[src/sv/npt_pkg.sv]
// ----------------------------------------------------------------------------
// npt_pkg
// Types, constants and small helpers shared by the npt time range parser.
// ----------------------------------------------------------------------------
`default_nettype none

package npt_pkg;

  // fraction digits kept, and the fixed width of the fraction fields
  localparam int FRAC_DIGITS  = 6;
  localparam int FRAC_W       = 20;
  localparam int CNT_W        = 3;

  // whole seconds limit and the saturating digit group one bit wider
  localparam int SECONDS_BITS = 31;
  localparam int FG_W         = SECONDS_BITS + 1;
  localparam logic [FG_W-1:0] SEC_LIMIT = {1'b0, {SECONDS_BITS{1'b1}}};
  localparam logic [FG_W-1:0] SEC_SAT   = {1'b1, {SECONDS_BITS{1'b0}}};

  // time scaling
  localparam int MULT_W = 12;
  localparam logic [MULT_W-1:0] SECS_PER_MIN  = MULT_W'(60);
  localparam logic [MULT_W-1:0] SECS_PER_HOUR = MULT_W'(3600);
  localparam logic [MULT_W-1:0] SECS_UNIT     = MULT_W'(1);
  localparam int PROD_W = FG_W + MULT_W + 1;

  // character codes
  localparam logic [7:0] CH_COLON = 8'h3a;
  localparam logic [7:0] CH_COMMA = 8'h2c;
  localparam logic [7:0] CH_DOT   = 8'h2e;
  localparam logic [7:0] CH_N     = 8'h6e;
  localparam logic [7:0] CH_P     = 8'h70;
  localparam logic [7:0] CH_T     = 8'h74;
  localparam logic [7:0] CH_ZERO  = 8'h30;
  localparam logic [7:0] CH_NINE  = 8'h39;

  // stream widths
  localparam int IN_W  = 8;
  localparam int OUT_W = 112;

  typedef enum logic [3:0] {
    PH_BEGIN,
    PH_PREFIX,
    PH_TSTART,
    PH_DIGITS,
    PH_COLON1,
    PH_E2,
    PH_AFTER_E,
    PH_COLON2,
    PH_F2,
    PH_AFTER_F,
    PH_FRAC
  } phase_t;

  // one time value being collected
  typedef struct packed {
    logic [FG_W-1:0]   fg;
    logic [1:0]        digits;
    logic [1:0]        colons;
    logic [5:0]        minute;
    logic [5:0]        second;
    logic [FRAC_W-1:0] acc;
    logic [CNT_W-1:0]  cnt;
  } time_t;

  // parser state captured on the last character
  typedef struct packed {
    time_t                   tm;
    logic                    fin_phase;
    logic                    start_pres;
    logic                    in_stop;
    logic [SECONDS_BITS-1:0] saved_secs;
    logic [FRAC_W-1:0]       saved_frac;
  } snap_t;

  function automatic logic [7:0] prefix_char(input logic [1:0] idx);
    logic [7:0] c;
    case (idx)
      2'd0:    c = CH_N;
      2'd1:    c = CH_P;
      2'd2:    c = CH_T;
      default: c = CH_COLON;
    endcase
    return c;
  endfunction

  // scale that pads a fraction of cnt digits out to FRAC_DIGITS digits
  function automatic logic [FRAC_W-1:0] pad_scale(input logic [CNT_W-1:0] cnt);
    logic [FRAC_W-1:0] r;
    r = FRAC_W'(1);
    for (int i = 0; i < FRAC_DIGITS; i++) begin
      if (CNT_W'(i) >= cnt) begin
        r = FRAC_W'(r * FRAC_W'(10));
      end
    end
    return r;
  endfunction

endpackage

`default_nettype wire

[src/sv/npt_finish.sv]
// ----------------------------------------------------------------------------
// npt_finish
// Closes one time value: whole seconds with range checks, padded fraction.
// ----------------------------------------------------------------------------
`default_nettype none

module npt_finish (
  input  npt_pkg::time_t                    tm,
  output logic                              ok,
  output logic [npt_pkg::SECONDS_BITS-1:0]  secs,
  output logic [npt_pkg::FRAC_W-1:0]        frac
);
  import npt_pkg::*;

  logic [MULT_W-1:0]   scale;
  logic [MULT_W-1:0]   low;
  logic [PROD_W-1:0]   total;
  logic [2*FRAC_W-1:0] frac_wide;
  logic                mmss_bad;

  always_comb begin
    case (tm.colons)
      2'd0: begin
        scale = SECS_UNIT;
        low   = '0;
      end
      2'd1: begin
        scale = SECS_PER_MIN;
        low   = MULT_W'(tm.minute);
      end
      default: begin
        scale = SECS_PER_HOUR;
        low   = MULT_W'(MULT_W'(tm.minute) * SECS_PER_MIN) + MULT_W'(tm.second);
      end
    endcase
  end

  assign total     = PROD_W'(tm.fg) * PROD_W'(scale) + PROD_W'(low);
  // mm:ss form needs exactly two leading digits below sixty
  assign mmss_bad  = (tm.colons == 2'd1) &&
                     ((tm.digits != 2'd2) || (tm.fg >= FG_W'(60)));
  assign ok        = !mmss_bad && (total <= PROD_W'(SEC_LIMIT));
  assign secs      = total[SECONDS_BITS-1:0];
  assign frac_wide = tm.acc * pad_scale(tm.cnt);
  assign frac      = frac_wide[FRAC_W-1:0];

endmodule

`default_nettype wire

[src/sv/npt_parser.sv]
// ----------------------------------------------------------------------------
// npt_parser
// Per-character grammar state and the capture register for finished strings.
// ----------------------------------------------------------------------------
`default_nettype none

module npt_parser (
  input  logic                clk,
  input  logic                rst_n,
  input  logic                in_valid,
  input  logic [7:0]          in_char,
  input  logic                in_last,
  output logic                in_take,
  output logic                snap_valid,
  output npt_pkg::snap_t      snap,
  input  logic                snap_ready
);
  import npt_pkg::*;

  phase_t                  phase_r, phase_nxt, ph_eff;
  logic [1:0]              pidx_r, pidx_nxt;
  time_t                   tm_r, tm_nxt;
  logic [SECONDS_BITS-1:0] saved_secs_r, saved_secs_nxt;
  logic [FRAC_W-1:0]       saved_frac_r, saved_frac_nxt;
  logic                    err_r, err_nxt;
  logic                    spres_r, spres_nxt;
  logic                    in_stop_r, in_stop_nxt;
  logic                    snap_valid_r;
  snap_t                   snap_r;

  logic                    step;
  logic                    is_dig;
  logic [3:0]              dval;
  logic                    take_prefix;
  logic                    tail_en, tail_dot, tail_comma, tail_bad;
  logic [9:0]              two_v;
  logic [FG_W+3:0]         fg_mac;
  logic                    fin_ok;
  logic [SECONDS_BITS-1:0] fin_secs;
  logic [FRAC_W-1:0]       fin_frac;

  // a last character waits until the capture register is free
  assign in_take = in_valid && (!in_last || !snap_valid_r || snap_ready);
  assign step    = in_take;

  assign is_dig      = (in_char >= CH_ZERO) && (in_char <= CH_NINE);
  assign dval        = in_char[3:0];
  assign take_prefix = (phase_r == PH_BEGIN) && (in_char == CH_N) && !in_last;
  assign ph_eff      = (phase_r == PH_BEGIN) ? PH_TSTART : phase_r;

  assign two_v  = 10'((ph_eff == PH_E2) ? tm_r.minute : tm_r.second) * 10'd10 + 10'(dval);
  assign fg_mac = (FG_W+4)'({tm_r.fg, 3'b000}) + (FG_W+4)'({tm_r.fg, 1'b0})
                + (FG_W+4)'(dval);

  // phases that may close a time on a dot or comma
  assign tail_en = !take_prefix &&
                   ((ph_eff == PH_DIGITS && !is_dig && in_char != CH_COLON) ||
                    (ph_eff == PH_AFTER_E && in_char != CH_COLON) ||
                    (ph_eff == PH_AFTER_F) ||
                    (ph_eff == PH_FRAC && in_char == CH_COMMA));
  assign tail_dot   = tail_en && (in_char == CH_DOT) && (ph_eff != PH_FRAC);
  assign tail_comma = tail_en && !tail_dot && (in_char == CH_COMMA) && !in_stop_r;
  assign tail_bad   = tail_en && !tail_dot && !tail_comma;

  npt_finish u_start_fin (
    .tm   (tm_r),
    .ok   (fin_ok),
    .secs (fin_secs),
    .frac (fin_frac)
  );

  // next phase
  always_comb begin
    phase_nxt = ph_eff;
    if (err_r) begin
      phase_nxt = phase_r;
    end else if (take_prefix) begin
      phase_nxt = PH_PREFIX;
    end else begin
      case (ph_eff)
        PH_PREFIX: begin
          if (in_char == prefix_char(pidx_r) && pidx_r == 2'd3) phase_nxt = PH_TSTART;
        end
        PH_TSTART: begin
          if (is_dig) phase_nxt = PH_DIGITS;
        end
        PH_DIGITS: begin
          if (!is_dig && in_char == CH_COLON) phase_nxt = PH_COLON1;
        end
        PH_COLON1: begin
          if (is_dig) phase_nxt = PH_E2;
        end
        PH_COLON2: begin
          if (is_dig) phase_nxt = PH_F2;
        end
        PH_E2: begin
          if (is_dig && two_v < 10'd60) phase_nxt = PH_AFTER_E;
        end
        PH_F2: begin
          if (is_dig && two_v < 10'd60) phase_nxt = PH_AFTER_F;
        end
        PH_AFTER_E: begin
          if (in_char == CH_COLON) phase_nxt = PH_COLON2;
        end
        default: ;
      endcase
      if (tail_dot) phase_nxt = PH_FRAC;
      if (tail_comma && fin_ok) phase_nxt = PH_TSTART;
    end
  end

  // datapath and flags
  always_comb begin
    pidx_nxt       = pidx_r;
    tm_nxt         = tm_r;
    saved_secs_nxt = saved_secs_r;
    saved_frac_nxt = saved_frac_r;
    err_nxt        = err_r;
    spres_nxt      = spres_r;
    in_stop_nxt    = in_stop_r;
    if (!err_r) begin
      if (take_prefix) begin
        pidx_nxt = 2'd1;
      end else begin
        case (ph_eff)
          PH_PREFIX: begin
            if (in_char == prefix_char(pidx_r)) pidx_nxt = pidx_r + 2'd1;
            else err_nxt = 1'b1;
          end
          PH_TSTART: begin
            if (is_dig) begin
              tm_nxt        = '0;
              tm_nxt.fg     = FG_W'(dval);
              tm_nxt.digits = 2'd1;
            end else if (in_char == CH_COMMA && !in_stop_r) begin
              spres_nxt   = 1'b0;
              in_stop_nxt = 1'b1;
            end else begin
              err_nxt = 1'b1;
            end
          end
          PH_DIGITS: begin
            if (is_dig) begin
              // digit group saturates just past the seconds limit
              if (fg_mac > (FG_W+4)'(SEC_LIMIT)) tm_nxt.fg = SEC_SAT;
              else tm_nxt.fg = fg_mac[FG_W-1:0];
              if (tm_r.digits != 2'd3) tm_nxt.digits = tm_r.digits + 2'd1;
            end else if (in_char == CH_COLON) begin
              tm_nxt.colons = 2'd1;
            end
          end
          PH_COLON1: begin
            if (is_dig) tm_nxt.minute = 6'(dval);
            else err_nxt = 1'b1;
          end
          PH_COLON2: begin
            if (is_dig) tm_nxt.second = 6'(dval);
            else err_nxt = 1'b1;
          end
          PH_E2: begin
            if (!is_dig || two_v >= 10'd60) err_nxt = 1'b1;
            else tm_nxt.minute = two_v[5:0];
          end
          PH_F2: begin
            if (!is_dig || two_v >= 10'd60) err_nxt = 1'b1;
            else tm_nxt.second = two_v[5:0];
          end
          PH_AFTER_E: begin
            if (in_char == CH_COLON) tm_nxt.colons = 2'd2;
          end
          PH_FRAC: begin
            if (is_dig) begin
              // digits past the kept precision are dropped
              if (tm_r.cnt < CNT_W'(FRAC_DIGITS)) begin
                tm_nxt.acc = FRAC_W'(tm_r.acc * FRAC_W'(10)) + FRAC_W'(dval);
                tm_nxt.cnt = tm_r.cnt + CNT_W'(1);
              end
            end else if (in_char != CH_COMMA) begin
              err_nxt = 1'b1;
            end
          end
          default: ;
        endcase
        if (tail_dot) begin
          tm_nxt.acc = '0;
          tm_nxt.cnt = '0;
        end
        if (tail_comma) begin
          if (fin_ok) begin
            saved_secs_nxt = fin_secs;
            saved_frac_nxt = fin_frac;
            spres_nxt      = 1'b1;
            in_stop_nxt    = 1'b1;
          end else begin
            err_nxt = 1'b1;
          end
        end
        if (tail_bad) err_nxt = 1'b1;
      end
    end
  end

  always_ff @(posedge clk) begin
    if (!rst_n) begin
      phase_r      <= PH_BEGIN;
      pidx_r       <= '0;
      tm_r         <= '0;
      saved_secs_r <= '0;
      saved_frac_r <= '0;
      err_r        <= 1'b0;
      spres_r      <= 1'b0;
      in_stop_r    <= 1'b0;
    end else if (step) begin
      if (in_last) begin
        // string done, start over for the next one
        phase_r      <= PH_BEGIN;
        pidx_r       <= '0;
        tm_r         <= '0;
        saved_secs_r <= '0;
        saved_frac_r <= '0;
        err_r        <= 1'b0;
        spres_r      <= 1'b0;
        in_stop_r    <= 1'b0;
      end else begin
        phase_r      <= phase_nxt;
        pidx_r       <= pidx_nxt;
        tm_r         <= tm_nxt;
        saved_secs_r <= saved_secs_nxt;
        saved_frac_r <= saved_frac_nxt;
        err_r        <= err_nxt;
        spres_r      <= spres_nxt;
        in_stop_r    <= in_stop_nxt;
      end
    end
  end

  always_ff @(posedge clk) begin
    if (!rst_n) begin
      snap_valid_r <= 1'b0;
    end else if (step && in_last) begin
      snap_valid_r <= 1'b1;
    end else if (snap_ready) begin
      snap_valid_r <= 1'b0;
    end
  end

  always_ff @(posedge clk) begin
    if (step && in_last) begin
      snap_r.tm         <= tm_nxt;
      snap_r.fin_phase  <= !err_nxt && (phase_nxt inside
                           {PH_DIGITS, PH_AFTER_E, PH_AFTER_F, PH_FRAC});
      snap_r.start_pres <= spres_nxt;
      snap_r.in_stop    <= in_stop_nxt;
      snap_r.saved_secs <= saved_secs_nxt;
      snap_r.saved_frac <= saved_frac_nxt;
    end
  end

  assign snap_valid = snap_valid_r;
  assign snap       = snap_r;

endmodule

`default_nettype wire

[src/sv/npt_time_range_parser_core.sv]
// ----------------------------------------------------------------------------
// npt_time_range_parser_core
// Streaming parser for an npt time range, one character per beat.
// ----------------------------------------------------------------------------
// throughput: one character per cycle, sustained while out_tready holds
// path: the last character passes the input register, the capture register
//   and the result register in that order, and the result then sits on out_tdata
// a result beat stalls only a later last character, never the ones before it
// reset: synchronous active-low rst_n empties all stages and restarts parsing
`default_nettype none

module npt_time_range_parser_core (
  input  logic                      clk,
  input  logic                      rst_n,
  input  logic                      in_tvalid,
  output logic                      in_tready,
  input  logic [npt_pkg::IN_W-1:0]  in_tdata,   // [7:0] character
  input  logic                      in_tlast,   // last_char
  output logic                      out_tvalid,
  input  logic                      out_tready,
  output logic [npt_pkg::OUT_W-1:0] out_tdata   // [0] valid_res, [1] has_start,
                                                // [32:2] start_seconds,
                                                // [52:33] start_micros, [53] has_stop,
                                                // [84:54] stop_seconds,
                                                // [104:85] stop_micros, [111:105] zero
);
  import npt_pkg::*;

  logic                    in_valid_r;
  logic [7:0]              in_char_r;
  logic                    in_last_r;
  logic                    in_take;
  logic                    snap_valid;
  snap_t                   snap;
  logic                    out_free;
  logic                    out_valid_r;
  logic [OUT_W-1:0]        out_data_r;
  logic [OUT_W-1:0]        res_data;

  logic                    fin_ok;
  logic [SECONDS_BITS-1:0] fin_secs;
  logic [FRAC_W-1:0]       fin_frac;
  logic                    res_valid;
  logic                    res_has_start, res_has_stop;
  logic [SECONDS_BITS-1:0] res_start_secs, res_stop_secs;
  logic [FRAC_W-1:0]       res_start_frac, res_stop_frac;

  assign out_free  = !out_valid_r || out_tready;
  assign in_tready = !in_valid_r || in_take;

  always_ff @(posedge clk) begin
    if (!rst_n) begin
      in_valid_r <= 1'b0;
    end else if (in_tready) begin
      in_valid_r <= in_tvalid;
    end
  end

  always_ff @(posedge clk) begin
    if (in_tready && in_tvalid) begin
      in_char_r <= in_tdata[7:0];
      in_last_r <= in_tlast;
    end
  end

  npt_parser u_parser (
    .clk        (clk),
    .rst_n      (rst_n),
    .in_valid   (in_valid_r),
    .in_char    (in_char_r),
    .in_last    (in_last_r),
    .in_take    (in_take),
    .snap_valid (snap_valid),
    .snap       (snap),
    .snap_ready (out_free)
  );

  npt_finish u_final_fin (
    .tm   (snap.tm),
    .ok   (fin_ok),
    .secs (fin_secs),
    .frac (fin_frac)
  );

  // the time just closed is the stop time after a comma, else the lone time
  always_comb begin
    res_valid      = snap.fin_phase && fin_ok;
    res_has_start  = 1'b0;
    res_start_secs = '0;
    res_start_frac = '0;
    res_has_stop   = 1'b0;
    res_stop_secs  = '0;
    res_stop_frac  = '0;
    if (res_valid) begin
      if (snap.in_stop) begin
        res_has_start = snap.start_pres;
        if (snap.start_pres) begin
          res_start_secs = snap.saved_secs;
          res_start_frac = snap.saved_frac;
        end
        res_has_stop  = 1'b1;
        res_stop_secs = fin_secs;
        res_stop_frac = fin_frac;
      end else begin
        res_has_start  = 1'b1;
        res_start_secs = fin_secs;
        res_start_frac = fin_frac;
      end
    end
    res_data = OUT_W'({res_stop_frac, res_stop_secs, res_has_stop,
                       res_start_frac, res_start_secs, res_has_start, res_valid});
  end

  always_ff @(posedge clk) begin
    if (!rst_n) begin
      out_valid_r <= 1'b0;
    end else if (out_free) begin
      out_valid_r <= snap_valid;
    end
  end

  always_ff @(posedge clk) begin
    if (out_free && snap_valid) begin
      out_data_r <= res_data;
    end
  end

  assign out_tvalid = out_valid_r;
  assign out_tdata  = out_data_r;

endmodule

`default_nettype wire

[config.mk]
export PLATFORM = sky130hd
export DESIGN_NAME = npt_time_range_parser_core
export DESIGN_NICKNAME = d
export VERILOG_FILES = /design/src/sv/npt_pkg.sv /design/src/sv/npt_finish.sv /design/src/sv/npt_parser.sv /design/src/sv/npt_time_range_parser_core.sv
export SDC_FILE = /design/constraint.sdc
export NUM_CORES = 2
export LEC_CHECK = 0
export BUFFER_PORTS_ARGS = -buffer_cell sky130_fd_sc_hd__buf_2
export CORE_MARGIN = 2
export CORE_UTILIZATION = 45
export DETAILED_ROUTE_END_ITERATION = 12
export SYNTH_ARGS = -nofsm -noshare
export SYNTH_HDL_FRONTEND = slang
export SYNTH_SLANG_ARGS = --single-unit
export TNS_END_PERCENT = 10
[constraint.sdc]
create_clock -name clk -period 19.85 [get_ports clk]
set_input_delay 1.985 -clock clk [delete_from_list [all_inputs] [get_ports clk]]
set_output_delay 1.985 -clock clk [all_outputs]
set_load 0.05 [all_outputs]
**Word level (Yosys, flattened, before mapping)**

Cells that the tools add are included.

- Flip-flop bits (word level): 373
- Bits of input ports: 13
- Output and inout bits: 114
- Word-level logic and storage cells: 290

- Add/sub/neg operators: 11
- Multiply operators: 18
- $lt $le $gt $ge: 22
- Eq/ne operators: 31
- Multiplexer cells: 111
- Reduce and logical (&&, ||, !) cells: 63

Operators by type and width:

| operator | count |
|---|---|
| $mux 20 | 17 |
| $mux 71 | 4 |
| $mux 31 | 7 |
| $mul 20x3->19 const B | 10 |
| $pmux 12 s2 | 4 |
| $add 44x12->45 | 2 |
| $le 45x31->1 const B | 2 |
| $mul 32x12->44 | 2 |
| $mux 23 | 3 |
| $pmux 34 s2 | 1 |
| $ge 32x6->1 const B | 2 |
| $mux 4 | 16 |
| $pmux 23 s2 | 1 |
| $mul 20x20->20 | 2 |
| $add 35x33->36 | 1 |
| $add 36x4->36 | 1 |
| $gt 36x31->1 const B | 1 |
| $pmux 6 s3 | 2 |
| $mux 34 | 1 |
| $mux 1 | 33 |
| $mux 32 | 1 |
| $pmux 4 s8 | 1 |
| $mux 6 | 5 |
| $logic_and 1x1->1 | 29 |
| other kinds (43) | 108 |

**Logic depth before layout (Yosys ltp)**

- Depth in word-level cells: 22
- Depth in mapped cells: 57
- Depth with buffers taken out: 54

**Hierarchy**

A second synthesis with hierarchy kept.

- Cells, all modules: 6401
- Area, all modules: 58852.7 um^2

Modules (own cells, without submodules):

| module | times used | cells an instance | area each (um^2) | sequential area each (um^2) |
|---|---|---|---|---|
| npt_finish (u_final_fin) | 1 | 2259 | 19402.4 | 0.0 |
| npt_finish (u_parser.u_start_fin) | 1 | 2236 | 19307.3 | 0.0 |
| npt_parser | 1 | 1537 | 15244.6 | 6396.1 |
| npt_time_range_parser_core | 1 | 369 | 4898.4 | 3463.3 |

**Least setup slack after synthesis**

OpenSTA, ideal clock, no wires.

- Kind: reg2reg
- Start point: register u_parser.tm_r[1] (netlist name)
- End point: register u_parser.snap_r (netlist bit u_parser.snap[19]), data pin
- Setup time: 0.260 ns
- Arrival: 13.343 ns
- Required time: 19.590 ns
- Setup slack: 6.247 ns
- Cell stages (with the launch flop): 55
- Buffers on the path: 3
- Period minus slack after synthesis: 13.603 ns
- Cells stage by stage: dfxtp_1 clkbuf_1 inv_2 nand2_1 inv_1 clkbuf_1 ha_1 clkbuf_1 inv_1 o21ai_0 ha_1 ha_1 a21o_1 a21oi_1 nor2b_1 nor3_1 ha_1 ha_1 (+19 left out) inv_1 fa_1 fa_1 inv_1 fa_1 xnor2_1 xnor2_1 xnor2_1 xnor2_1 xnor3_1 xor3_1 xnor3_1 xnor3_1 or2_2 nand2_1 xnor2_1 xnor2_1 mux2_2

- Longest elaborated chain between the ends: 17
- Elaborated cells on any way between the ends: 22
- Those cells by class: mul: 6; order compare: 6; mux: 10

Ends and longest elaborated chain:

| what | line | text |
|---|---|---|
| from (decl) | npt_parser.sv:22 | `time_t tm_r, tm_nxt;` |
| from (signal assigned) | npt_parser.sv:227 | `tm_r <= tm_nxt;` |
| $ge 1x3->1 | npt_pkg.sv:92 | `if (CNT_W'(i) >= cnt) begin` |
| $mux 4 | npt_pkg.sv:92 |  |
| $mul 20x3->19 | npt_pkg.sv:93 | `r = FRAC_W'(r * FRAC_W'(10));` |
| $mux 20 | npt_pkg.sv:92 |  |
| $mul 20x3->19 | npt_pkg.sv:93 |  |
| $mux 20 | npt_pkg.sv:92 |  |
| $mul 20x3->19 | npt_pkg.sv:93 |  |
| $mux 20 | npt_pkg.sv:92 |  |
| (+2 left out) | -- |  |
| $mul 20x3->19 | npt_pkg.sv:93 |  |
| $mux 20 (*) | npt_pkg.sv:92 |  |
| $mul 20x20->20 (*) | npt_finish.sv:44 | `assign frac_wide = tm.acc * pad_scale(tm.cnt);` |
| $mux 20 (*) | npt_parser.sv:189 | `if (fin_ok) begin` |
| $mux 20 (*) | npt_parser.sv:188 | `if (tail_comma) begin` |
| $mux 20 (*) | npt_parser.sv:122 | `if (take_prefix) begin` |
| $mux 20 (*) | npt_parser.sv:121 | `if (!err_r) begin` |
| via u_parser.saved_frac_nxt[19] | npt_parser.sv:24 | `logic [FRAC_W-1:0] saved_frac_r, saved_frac_nxt;` |
| to (decl) | npt_parser.sv:29 | `snap_t snap_r;` |

The timed path passes the listed nets; every way through them passes the cells marked *.
A chain may end at the register's enable or synchronous reset.

**Worst setup path in the final report**

- Start point: register u_parser.tm_r[2] (netlist name)
- End point: register u_parser.snap_r (netlist bit u_parser.snap[19]), data pin

Same word-level chain as after synthesis.

==> impl_metrics.yaml <==
status:
  status: "complete, no violations"
yosys:
  yosys_register_bits: 373
  async_flop_share: 0
  syn-instance-count: 6326
  synth.area.top_cells: "fa_1, ha_1, edfxtp_1"
  synth_top_area_frac: 0.233
  syn_area_sq_um: 58100
  ys_seq_area_frac: 0.170
  synth_edf_count: 239
  synthFlopType: "edfxtp_1"
  synth_top_area_cell: "fa_1"
  ys_warn_count: 0
  ys_types: 98
  synth.avg_cell_area_sq_um: 9.18
worst_setup_path:
  r2r-end: "u_parser.snap[19]"
  slowest_stage: "a2111oi_0"
  crit_arrival_ns: 15.25
  cp-endpoint: "u_parser.snap[19]"
  critPathMaxStageDelay_ns: 0.81
  reg2reg_slack_ns: 4.99
  rr_worst_depth: 50
  worstPathRequired_ns: 20.23
  crit_start: "u_parser.tm_r[2]"
  critPathLaunchType: "flip-flop"
  crit_type: "flip-flop to flip-flop"
  r2r-start: "u_parser.tm_r[2]"
  crit_path_max_fanout: 24
  end_kind: "flip-flop"
sta:
  timing.fmax_mhz: 67.3
  skew_ns: 0.0385
  slew_violations: 0
  whs_ns: 0.479
  worstMarginPinSlew_ns: 1.13
  finalSetupTns_ns: 0
  maxSlewHeadroom: 0.241
  period_share: 0.749
  setup_violations: 0
  fin_crit_ns: 14.86
  rsz0062_at_grt: "false"
  finalHoldViolCount: 0
cts:
  cts_buffers: 45
  cts_tree: "built"
  ctsHtreeMaxLevel: 2
  clockBufferDepth: 3
  cts_resized: 0
  ctsHoldBuffers: 0
  cts_root_buf: "clkbuf_16"
  cts_setup_buffers: 0
  cts_sinks: 373
  clkLatencyLatePin_ns: 0.64
  cts.clk_slew.worst_paths_ns: 0.07
place:
  portBuffers: 119
  gp_congestion: 0.911
  hpwl_mm: 124
grt:
  grt-ovfl-total: 0
  grt_pass1_wl_mm: 250
  grt_pass1_vias: 44900
  grt_start_max_net_pins: 91
  grt.total_usage: 0.238
  antenna_found_initial: 12
cells_and_area:
  diodes: 0
  final_layout_size_suffix_gt1_frac: 0.0577
  multi_input_area_sq_um: 43500
  fin_nets: 7838
  area_growth_pct: 6.61
  seqCellArea_sq_um: 9860
  fillers: 12200
floorplanning:
  pin_count: 127
  die_y_um: 363
  initial_utilization: 0.454
  core_area_sq_um: 128000
  dieArea_sq_um: 132000
  rows: 131
  fp.dieW_um: 363
hold_path:
  hold_path_depth: 2
  hp-class: "flip-flop to flip-flop"
drt:
  detail_route.iter0.violations: 3236
  viasPerCell: 5.47
  dr.pass1.iters: 6
  wirelength_mm: 156
  wl_per_cell_um: 19.4
  drc: 0
  ant_nets: 0
  via_count: 43900
power:
  cellPowerDensity_nw_per_um2: 47.3
  ir_worst_vdd_mv: 0.0850
  p_leak_nw: 30.7
run:
  cap_viol_max_count: 0
## synthesized netlist by cell type (77+ instances only)
library cell	instances
a21o_1	108
fa_1	675
o21ai_0	221
nand2_1	517
and3_1	77
dfxtp_1	134
xnor2_1	180
edfxtp_1	239
ha_1	823
and2_1	396
nor2b_1	188
nor3_1	85
xor2_1	86
clkbuf_1	199
a22oi_1	80
a21oi_1	268
inv_1	1019
nor2_1	248
## stage by stage
| stage | area (sq um) | util | instances | setup WS [ns] | power [mW] |
|---|---|---|---|---|---|
| 2_1_floorplan | 58100 | - | 6333 | 6.25 | 1.79 |
| 3_3_place_gp | 60400 | 0.472 | 7942 | 5.32 | 2.07 |
| 6_report | 61900 | 0.484 | 8026 | 4.99 | 2.93 |
| 3_5_place_dp | 60400 | 0.472 | 7942 | 5.03 | 2.08 |
| 5_1_grt | 61900 | 0.484 | 8026 | 4.04 | 3.15 |
| 4_1_cts | 61900 | 0.484 | 8026 | 4.95 | 2.95 |
## cells by family (layout without fill, tap and decap cells)
family / after synthesis / count (layout) / synth area share
AO/OA/AOI/OAI: 1057 / 1057 / 0.120
XOR/XNOR: 278 / 278 / 0.0448
adder cells (fa/ha/maj): 1498 / 1498 / 0.410
buffers and inverters: 1261 / 1292 / 0.0829
flip-flops: 373 / 373 / 0.170
multiplexers: 71 / 71 / 0.0133
other: 1 / 8 / 0.0000646
AND/OR/NAND/NOR: 1787 / 1787 / 0.159
## worst max-delay path: cells and delay by family (launching register included)
family / cells / cell delay [ns]
compound gates: 8 / 2.55
buf+inv: 6 / 1.17
xor+xnor: 12 / 2.73
mux: 1 / 0.26
flops: 1 / 0.32
simple gates: 9 / 1.73
fa+ha+maj: 14 / 5.85
## routing by layer
metal / GRT usage / vias to the layer above / routed length (um)
met5: 0 / - / 0
met4: 0.0498 / 0 / 2980
met3: 0.0197 / 153 / 7960
met2: 0.390 / 1040 / 70700
met1: 0.344 / 21700 / 74400
li1: - / 21000 / -
## layout by cell type, fill, tap and decap left out, types with 25 or more instances in the layout
cell type / synthesis / final
mux2_2: 49 / 49
o21ai_0: 221 / 221
edfxtp_1: 239 / 239
a22o_1: 62 / 62
and3_1: 77 / 77
a21o_1: 108 / 108
clkbuf_16: 0 / 46
o21a_1: 33 / 33
dfxtp_1: 134 / 134
fa_1: 675 / 675
nand2_1: 517 / 516
buf_2: 13 / 119
and2_1: 396 / 395
nor3_1: 85 / 85
buf_4: 7 / 66
nand4_1: 43 / 43
a31oi_1: 25 / 25
xnor2_1: 180 / 180
nor2_1: 248 / 244
xor2_1: 86 / 86
nor2b_1: 188 / 185
nand2b_1: 50 / 50
ha_1: 823 / 823
a22oi_1: 80 / 80
nand3_1: 70 / 70
a21oi_1: 268 / 268
o21bai_1: 41 / 41
inv_1: 1019 / 1018
## worst min path at each step
stage / slack, ns / endpoint / from
2_1_floorplan: 0.44 / u_parser.saved_frac_r[19] / u_parser.saved_frac_r[19]
3_3_place_gp: 0.45 / u_parser.saved_frac_r[0] / u_parser.saved_frac_r[0]
3_5_place_dp: 0.47 / u_parser.saved_frac_r[19] / u_parser.saved_frac_r[19]
4_1_cts: 0.48 / u_parser.saved_frac_r[0] / u_parser.saved_frac_r[0]
5_1_grt: 0.49 / u_parser.saved_frac_r[0] / u_parser.saved_frac_r[0]
6_report: 0.48 / u_parser.saved_frac_r[0] / u_parser.saved_frac_r[0]
## flip-flops by register name, summed over array words and instances, names as in the netlist, 2 cells and up
name / flops
out_tdata: 105
u_parser.phase_r: 4
u_parser.saved_secs_r: 31
u_parser.snap: 125
u_parser.tm_r: 71
in_char_r: 8
u_parser.saved_frac_r: 20
u_parser.pidx_r: 2
## area by class of cell
type,count,share of cell area
Clock inverter,29,0.00451
Timing Repair Buffer,185,0.0176
Sequential cell,373,0.159
Multi-Input combinational cell,4699,0.703
Inverter,1023,0.0620
Tap cell,1662,0.0336
Clock buffer,55,0.0199
## power breakdown
part           internal, mW  leakage, nW  switching [mW]
clock                 0.477        0.732           0.374
sequential            0.833         3.42          0.0137
combinational         0.484         26.5           0.748
total                  1.79         30.7            1.14
Power figures use the tool's default switching activity.
